**config.mk**
```make
export PLATFORM = sky130hd
export DESIGN_NAME = conveyor_sort_sequencer_unit
export DESIGN_NICKNAME = d
export VERILOG_FILES = /design/src/css_pkg.sv /design/src/conveyor_sort_sequencer_unit.sv /design/src/css_step.sv
export SDC_FILE = /design/constraint.sdc
export NUM_CORES = 1
export LEC_CHECK = 0
export BUFFER_PORTS_ARGS = -buffer_cell sky130_fd_sc_hd__buf_2
export CAP_MARGIN = 40
export CORE_MARGIN = 2
export CORE_UTILIZATION = 55
export DETAILED_ROUTE_END_ITERATION = 6
export HOLD_SLACK_MARGIN = 0.02
export MAX_ROUTING_LAYER = met4
export PLACE_DENSITY_LB_ADDON = 0.3
export RECOVER_POWER = 100
export SYNTH_ARGS = -nofsm -noshare
export SYNTH_HDL_FRONTEND = slang
export SYNTH_SLANG_ARGS = --single-unit
```
**constraint.sdc**
```tcl
create_clock -name clk -period 3.9 [get_ports clk]
set_input_delay 0.39 -clock clk [delete_from_list [all_inputs] [get_ports clk]]
set_output_delay 0.39 -clock clk [all_outputs]
set_load 0.02 [all_outputs]
```
**src/css_pkg.sv**
```systemverilog
package css_pkg;

  typedef enum logic [2:0] {
    PH_IDLE     = 3'd0,
    PH_FEED     = 3'd1,
    PH_SENSING  = 3'd2,
    PH_ROUTING  = 3'd3,
    PH_HANDOFF  = 3'd4,
    PH_CONFIRM  = 3'd5,
    PH_COMPLETE = 3'd6,
    PH_HALTED   = 3'd7
  } css_phase_t;

  typedef enum logic [2:0] {
    FN_TICK     = 3'd0,
    FN_START    = 3'd1,
    FN_RESET    = 3'd2,
    FN_DETECTED = 3'd3,
    FN_SENSED   = 3'd4,
    FN_ROUTED   = 3'd5,
    FN_HANDOFF  = 3'd6,
    FN_CONFIRM  = 3'd7
  } css_func_t;

  typedef enum logic [2:0] {
    FLT_NONE   = 3'd0,
    FLT_FEED   = 3'd1,
    FLT_SENSOR = 3'd2,
    FLT_ROUTE  = 3'd3,
    FLT_BIN    = 3'd4,
    FLT_DOUBLE = 3'd5
  } css_fault_t;

  typedef enum logic [2:0] {
    CMD_NONE  = 3'd0,
    CMD_SENSE = 3'd1,
    CMD_ROUTE = 3'd2,
    CMD_AWAIT = 3'd3,
    CMD_STOP  = 3'd4,
    CMD_DONE  = 3'd5
  } css_cmd_t;

  typedef enum logic [2:0] {
    REG_ITEMS_PER_RUN = 3'd0,
    REG_FEED_TIMEOUT  = 3'd1,
    REG_HANDOFF_WIN   = 3'd2,
    REG_EXP_BIN_ONE   = 3'd3,
    REG_EXP_BIN_TWO   = 3'd4,
    REG_EXP_BIN_THREE = 3'd5,
    REG_EXP_BIN_FOUR  = 3'd6
  } css_reg_t;

  localparam logic [2:0] CAT_UNCERTAIN = 3'd0;
  localparam logic [2:0] BIN_ONE       = 3'd1;
  localparam logic [2:0] BIN_FOUR      = 3'd4;

  localparam logic [7:0]  ITEMS_PER_RUN_RST = 8'd12;
  localparam logic [15:0] FEED_TIMEOUT_RST  = 16'd5000;
  localparam logic [15:0] HANDOFF_WIN_RST   = 16'd500;

  typedef struct packed {
    logic [7:0]       items_per_run;
    logic [15:0]      feed_limit;
    logic [15:0]      handoff_wait;
    logic [3:0][7:0]  expected_bin;
  } css_cfg_t;

  typedef struct packed {
    css_phase_t       phase;
    logic [31:0]      deadline;
    logic             armed;
    logic             token;
    logic [7:0]       done_count;
    logic [3:0][7:0]  bin_count;
    logic [2:0]       target;
    css_fault_t       fault;
    logic             feed_on;
  } css_state_t;

  typedef struct packed {
    css_state_t st;
    css_cmd_t   command;
    logic       counts_match;
  } css_result_t;

endpackage

```
**src/conveyor_sort_sequencer_unit.sv**
```systemverilog
// Latency: a result beat is valid the cycle after its input beat is accepted.
// Throughput: one event per cycle unless a result stalls; sequencer state
// updates in one pass from each accepted beat; output frees as it drains.
// Reset (rst, synchronous): sequencer idle, counts and fault cleared, entry
// token set, configuration back to its defaults, no result pending.
module conveyor_sort_sequencer_unit import css_pkg::*; (
  input  logic        clk,
  input  logic        rst,
  // config write channel
  input  logic        cfg_valid,
  output logic        cfg_ready,
  input  logic [2:0]  cfg_index,
  input  logic [15:0] cfg_data,
  // event stream
  input  logic        s_tvalid,
  output logic        s_tready,
  // [31:0] now_ms, [34:32] category, [35] route_ok, [38:36] landed_bin
  input  logic [39:0] s_tdata,
  // [2:0] func
  input  logic [2:0]  s_tuser,
  // result stream
  output logic        m_tvalid,
  input  logic        m_tready,
  // [2:0] phase, [5:3] fault, [13:6] items_done, [16:14] goal_bin,
  // [17] feed_running, [20:18] command, [21] counts_match,
  // [29:22] bin_one_count, [37:30] bin_two_count, [45:38] bin_three_count,
  // [53:46] bin_four_count
  output logic [55:0] m_tdata
);

  css_cfg_t    cfg;
  css_state_t  st;
  css_result_t res;
  logic        in_beat;

  assign cfg_ready = 1'b1;
  assign s_tready  = !m_tvalid || m_tready;
  assign in_beat   = s_tvalid && s_tready;

  css_step u_step (
    .cfg        (cfg),
    .st         (st),
    .func       (css_func_t'(s_tuser)),
    .now_ms     (s_tdata[31:0]),
    .category   (s_tdata[34:32]),
    .route_ok   (s_tdata[35]),
    .landed_bin (s_tdata[38:36]),
    .res        (res)
  );

  always_ff @(posedge clk) begin
    if (rst) begin
      cfg.items_per_run <= ITEMS_PER_RUN_RST;
      cfg.feed_limit    <= FEED_TIMEOUT_RST;
      cfg.handoff_wait  <= HANDOFF_WIN_RST;
      cfg.expected_bin  <= '0;
    end else if (cfg_valid) begin
      unique case (css_reg_t'(cfg_index))
        REG_ITEMS_PER_RUN: cfg.items_per_run        <= cfg_data[7:0];
        REG_FEED_TIMEOUT:  cfg.feed_limit           <= cfg_data;
        REG_HANDOFF_WIN:   cfg.handoff_wait         <= cfg_data;
        REG_EXP_BIN_ONE:   cfg.expected_bin[0]      <= cfg_data[7:0];
        REG_EXP_BIN_TWO:   cfg.expected_bin[1]      <= cfg_data[7:0];
        REG_EXP_BIN_THREE: cfg.expected_bin[2]      <= cfg_data[7:0];
        REG_EXP_BIN_FOUR:  cfg.expected_bin[3]      <= cfg_data[7:0];
        default: ;  // drop writes past the register list
      endcase
    end
  end

  always_ff @(posedge clk) begin
    if (rst) begin
      st.phase      <= PH_IDLE;
      st.deadline   <= '0;
      st.armed      <= 1'b0;
      st.token      <= 1'b1;
      st.done_count <= '0;
      st.bin_count  <= '0;
      st.target     <= '0;
      st.fault      <= FLT_NONE;
      st.feed_on    <= 1'b0;
    end else if (in_beat) begin
      st <= res.st;
    end
  end

  always_ff @(posedge clk) begin
    if (rst) begin
      m_tvalid <= 1'b0;
    end else if (in_beat) begin
      m_tvalid <= 1'b1;
    end else if (m_tready) begin
      m_tvalid <= 1'b0;
    end
  end

  // payload holds while a beat is stalled; s_tready is low then
  always_ff @(posedge clk) begin
    if (in_beat) begin
      m_tdata <= {2'b00,
                  res.st.bin_count[3], res.st.bin_count[2],
                  res.st.bin_count[1], res.st.bin_count[0],
                  res.counts_match, res.command, res.st.feed_on,
                  res.st.target, res.st.done_count, res.st.fault,
                  res.st.phase};
    end
  end

endmodule

```
**src/css_step.sv**
```systemverilog
module css_step import css_pkg::*; (
  input  css_cfg_t    cfg,
  input  css_state_t  st,
  input  css_func_t   func,
  input  logic [31:0] now_ms,
  input  logic [2:0]  category,
  input  logic        route_ok,
  input  logic [2:0]  landed_bin,
  output css_result_t res
);

  function automatic css_state_t halt_with(css_state_t s, css_fault_t code);
    css_state_t h;
    h         = s;
    h.fault   = code;
    h.armed   = 1'b0;
    h.feed_on = 1'b0;
    h.phase   = PH_HALTED;
    return h;
  endfunction

  function automatic css_state_t clear_run(css_state_t s);
    css_state_t c;
    c            = s;
    c.done_count = '0;
    c.bin_count  = '0;
    c.token      = 1'b1;
    return c;
  endfunction

  css_state_t  n;
  css_cmd_t    cmd;
  logic [7:0]  done_inc;
  logic [1:0]  bin_idx;
  logic        bin_bad;

  assign done_inc = st.done_count + 8'd1;
  assign bin_idx  = 2'(st.target - BIN_ONE);
  assign bin_bad  = (landed_bin != st.target) || (st.target < BIN_ONE) ||
                    (st.target > BIN_FOUR);

  always_comb begin
    n   = st;
    cmd = CMD_NONE;
    if (func == FN_TICK) begin
      if (st.armed) begin
        if (st.phase == PH_FEED && now_ms > st.deadline) begin
          n   = halt_with(st, FLT_FEED);
          cmd = CMD_STOP;
        end else if (st.phase == PH_HANDOFF && now_ms >= st.deadline) begin
          n.armed = 1'b0;
          n.phase = PH_CONFIRM;
          cmd     = CMD_AWAIT;
        end
      end
    end else begin
      unique case (st.phase)
        PH_IDLE: begin
          if (func == FN_START) begin
            // clear_run sets the entry token, so the new item always enters
            n          = clear_run(st);
            n.token    = 1'b0;
            n.target   = '0;
            n.feed_on  = 1'b1;
            n.deadline = now_ms + 32'(cfg.feed_limit);
            n.armed    = 1'b1;
            n.phase    = PH_FEED;
          end
        end
        PH_FEED: begin
          if (func == FN_DETECTED) begin
            n.phase = PH_SENSING;
            cmd     = CMD_SENSE;
          end
        end
        PH_SENSING: begin
          if (func == FN_SENSED) begin
            if (category == CAT_UNCERTAIN) begin
              n   = halt_with(st, FLT_SENSOR);
              cmd = CMD_STOP;
            end else begin
              n.target = (category <= BIN_FOUR) ? category : BIN_FOUR;
              n.phase  = PH_ROUTING;
              cmd      = CMD_ROUTE;
            end
          end
        end
        PH_ROUTING: begin
          if (func == FN_ROUTED) begin
            if (!route_ok) begin
              n   = halt_with(st, FLT_ROUTE);
              cmd = CMD_STOP;
            end else begin
              n.phase    = PH_HANDOFF;
              n.deadline = now_ms + 32'(cfg.handoff_wait);
              n.armed    = 1'b1;
            end
          end
        end
        PH_HANDOFF: begin
          if (func == FN_HANDOFF) begin
            n.armed = 1'b0;
            n.phase = PH_CONFIRM;
            cmd     = CMD_AWAIT;
          end
        end
        PH_CONFIRM: begin
          if (func == FN_CONFIRM) begin
            if (bin_bad) begin
              n   = halt_with(st, FLT_BIN);
              cmd = CMD_STOP;
            end else begin
              n.bin_count[bin_idx] = st.bin_count[bin_idx] + 8'd1;
              n.done_count         = done_inc;
              n.armed              = 1'b0;
              if (done_inc >= cfg.items_per_run) begin
                n.token   = 1'b1;
                n.feed_on = 1'b0;
                n.phase   = PH_COMPLETE;
                cmd       = CMD_DONE;
              end else begin
                // token was just returned, so the next item enters directly
                n.token    = 1'b0;
                n.target   = '0;
                n.feed_on  = 1'b1;
                n.deadline = now_ms + 32'(cfg.feed_limit);
                n.armed    = 1'b1;
                n.phase    = PH_FEED;
              end
            end
          end
        end
        PH_COMPLETE: begin
          if (func == FN_START || func == FN_RESET) begin
            n       = clear_run(st);
            n.armed = 1'b0;
            n.phase = PH_IDLE;
          end
        end
        default: begin
          if (func == FN_RESET) begin
            n       = clear_run(st);
            n.armed = 1'b0;
            n.phase = PH_IDLE;
          end
        end
      endcase
    end
  end

  assign res.st           = n;
  assign res.command      = cmd;
  assign res.counts_match = (n.bin_count == cfg.expected_bin);

endmodule

```
==> flow_summary.toml <==
[logic_synthesis]
muxShareOfSynthArea_pct = 1.476
synth_edf_count = 54
ys_seq_elements = 210
synth_top_area_cell = "dfxtp_1"
synth_cell_types = 89
synth_area_mm2 = 0.01272
syn_inst = 1532
yosysTopAreaCellShare_pct = 24.55
synth_top_family_by_area = "compound AO/OA/AOI/OAI gates"
yosys-top-cells-area = "dfxtp_1 25%, edfxtp_1 13%, nand2_1 8.0%"
ys.flop_type = "dfxtp_1"
synth-simple-area-share_pct = 20.74
ys_seq_area_share_pct = 37.30
synth_compound_area_share_pct = 22.50
yosys.area_share.adder_pct = 8.087
syn_area_per_cell_um2 = 8.302
synth_xor_xnor_area_share_pct = 4.860
synth_warnings = 0
async_flop_share_pct = 0

[detailed_routing]
vias = 12060
firstDrtPassIters = 5
post-route-drc-count = 0
dr.max_layer_used = "met4"
wl_met2_mm = 15.89
wl_mm = 36.79
vias_per_cell = 6.176
ant_nets = 0
route.met3.wl_mm = 3.466
wl_met1_mm = 16.61
drt-initial-drc-count = 1221
avgRoutedWirePerCell_um = 18.85

[global_routing]
track_usage_pct = 30.56
grt_max_degree = 83
grt_pass1_vias = 11070
gr-total-overflow = 0
antenna_found_initial = 0
grt_pass1_wl_mm = 58.35

[power_and_ir_drop]
ir_drop_mv = 0.4001
p_seq_share_pct = 42.0
p_int_mw = 4.148
powerDensity_mw_per_mm2 = 397.5
pwr-share-clk_pct = 42.2
p_comb_share_pct = 15.8
leakage_nw = 5.766
switchingPower_mw = 1.576
swShare_pct = 27.54

[run_status]
violations = "max-capacitance violations, max-slew violations"
status = "finished with violations"

[die]
die_area_mm2 = 0.02436
start_util_pct = 56.18
core-area_mm2 = 0.02264
die_w_um = 156.1
ios = 126
die_y_um = 156.1
rows = 55

[sta]
period_share_pct = 94.66
setup_viol = 0
slew_headroom_pct = -17.64
slew_viol_final = 189
setup_ws_ns = 0.2082
skew_ns = 0.01935
grt_setup_unrepaired = "no"
max_freq_mhz = 270.9
tightest_slew_ns = 1.765
finalCriticalPeriod_ns = 3.692
fin_setup_tns_ns = 0
whs_ns = 0.08988
final_hold_viol_count = 0

[setup_path]
arrival_ns = 4.04
endpoint_kind = "flop"
crit_required_ns = 4.24
cp-start-kind = "flop"
worstSetupPathType = "flop to flop"
crit_fanout = 11

[clock_tree]
htree_levels = 1
cts_tree = "yes"
clk_transition_reported_paths_ns = 0.06
cts-root-buf = "clkbuf_16"
clock-sinks = 210
cts_buffers = 24
cts_buffer_depth = 3
clk-insertion-delay-late_ns = 0.54
cts_hold_buf = 0

[finish]
insertedDiodeCount = 0
finish.utilization_pct = 63.61
fin_area_mm2 = 0.01440
nNetsFinal = 1797
drive_gt1_share_pct = 9.898
synthToLayoutAreaGrowth_pct = 13.23

[flow_run]
maxCapViolCount = 3

[placed_design]
pre_cts_ws_ns = 0.2589
io_buffers = 121
place_area_mm2 = 0.01370
gp_congestion = 0.9431
hpwl_mm = 26.50

[min_path]
hp-class = "primary input to flop"
==> metrics by stage <==
stage	power [mW]	std cells
4_1_cts	5.751	1951
3_3_place_gp	3.325	1906
2_1_floorplan	3.044	1533
3_5_place_dp	3.347	1907
6_report	5.724	1952
5_1_grt	5.926	1952
==> flip-flops by register name, indices dropped and copies added, names as in the netlist <==
register and flops:
st 83, m_tvalid 1, m_tdata 54, cfg 72
==> synth_stat cells, types with 5 or more instances <==
cell,number
mux4_2,6
inv_1,90
a22o_1,5
buf_2,11
a21o_1,32
edfxtp_1,54
o211ai_1,7
ha_1,79
a211oi_1,50
nand3b_1,13
nor4_1,7
clkbuf_1,46
a32oi_1,8
and3_1,17
nand3_1,40
xnor2_1,43
nand2b_1,11
nor3_1,35
a22oi_1,5
nor2b_1,12
a31oi_1,6
o21bai_1,6
nor2_1,119
and2_1,7
a32o_1,6
o21a_1,6
xor2_1,22
o21ai_0,56
o22ai_1,6
nand4_1,20
nand2_1,271
buf_1,6
dfxtp_1,156
a221oi_1,23
a21oi_1,143
o2111ai_1,5
o31ai_1,6
==> area by class of cell <==
| type | count | area [um2] |
|---|---|---|
| clock buffer | 33 | 684.4 |
| timing repair buffer | 158 | 768.2 |
| multi-input combinational | 1164 | 7340 |
| clock inverter | 11 | 163.9 |
| fill | 1986 | 8239 |
| sequential | 210 | 4745 |
| inverter | 91 | 344.1 |
| tap | 285 | 356.6 |
==> power by group through the flow <==
| stage | sequential, mW | combinational [mW] | clock (mW) |
|---|---|---|---|
| after floorplan | 2.48 | 0.563 | 0 |
| after global placement | 2.44 | 0.884 | 0 |
| after detailed placement | 2.44 | 0.903 | 0 |
| after CTS | 2.40 | 0.910 | 2.44 |
| after global routing | 2.41 | 0.995 | 2.52 |
| final | 2.40 | 0.906 | 2.42 |
==> placed cells by master, fill, tap and decap left out, types with 7 or more instances in the layout <==
| cell type | instances |
|---|---|
| nand2_1 | 271 |
| dfxtp_1 | 156 |
| a21oi_1 | 143 |
| nor2_1 | 119 |
| inv_1 | 89 |
| ha_1 | 79 |
| clkbuf_1 | 68 |
| buf_2 | 65 |
| o21ai_0 | 56 |
| edfxtp_1 | 54 |
| a211oi_1 | 50 |
| xnor2_1 | 44 |
| nand3_1 | 40 |
| nor3_1 | 35 |
| a21o_1 | 32 |
| clkbuf_16 | 24 |
| xor2_1 | 23 |
| a221oi_1 | 23 |
| buf_4 | 22 |
| nand4_1 | 20 |
| and3_1 | 17 |
| nand3b_1 | 13 |
| nor2b_1 | 12 |
| nand2b_1 | 11 |
| a32oi_1 | 9 |
| and2_1 | 7 |
| o211ai_1 | 7 |
| nor4_1 | 7 |
==> kinds of logic (layout without fill, tap and decap cells) <==
kind of cell,Yosys count,count (layout)
other,2,3
and+or+nand+nor,579,579
xor gates and xnor gates,68,68
muxes,8,8
buffers and inverters,159,293
adders and majority gates,81,81
AOI/OAI and AO/OA,425,425
DFF,210,210
==> worst paths after layout <==
check	cells after the start	slack, ns	from	endpoint
worst max-delay path	12	0.21	st[81]$_SDFFE_PP0P_	m_tdata[21]$_DFFE_PP_
worst min-delay path	3	0.09	cfg_data[12]	cfg[60]$_SDFFE_PP1P_
worst max register to register	12	0.21	st[81]$_SDFFE_PP0P_	m_tdata[21]$_DFFE_PP_
worst min register to register	2	0.46	cfg[44]$_SDFFE_PP0P_	cfg[44]$_SDFFE_PP0P_
==> metal layers <==
layer	global-route usage [%]	vias to the layer above
met1	44.14	5696
met3	4.556	71
met5	-	-
met2	45.09	526
li1	-	5763
met4	7.645	0
==> critical path: stages, from the launching register on <==
cell and delay (ns):
dfxtp_1 0.56, clkbuf_1 0.42, nor2_1 0.16, and3_1 0.24
a31oi_1 0.31, a22o_1 0.44, nand2_1 0.10, o41ai_1 0.07
clkbuf_1 0.34, xor2_1 0.13, nor4_1 0.31, nand4_1 0.19
nor4_2 0.23
==> repair_timing <==
item,in CTS,in global routing
setup buffers,0,1
gates resized for setup,0,1
setup endpoints to repair,0,2
Power figures use the tool's default switching activity.
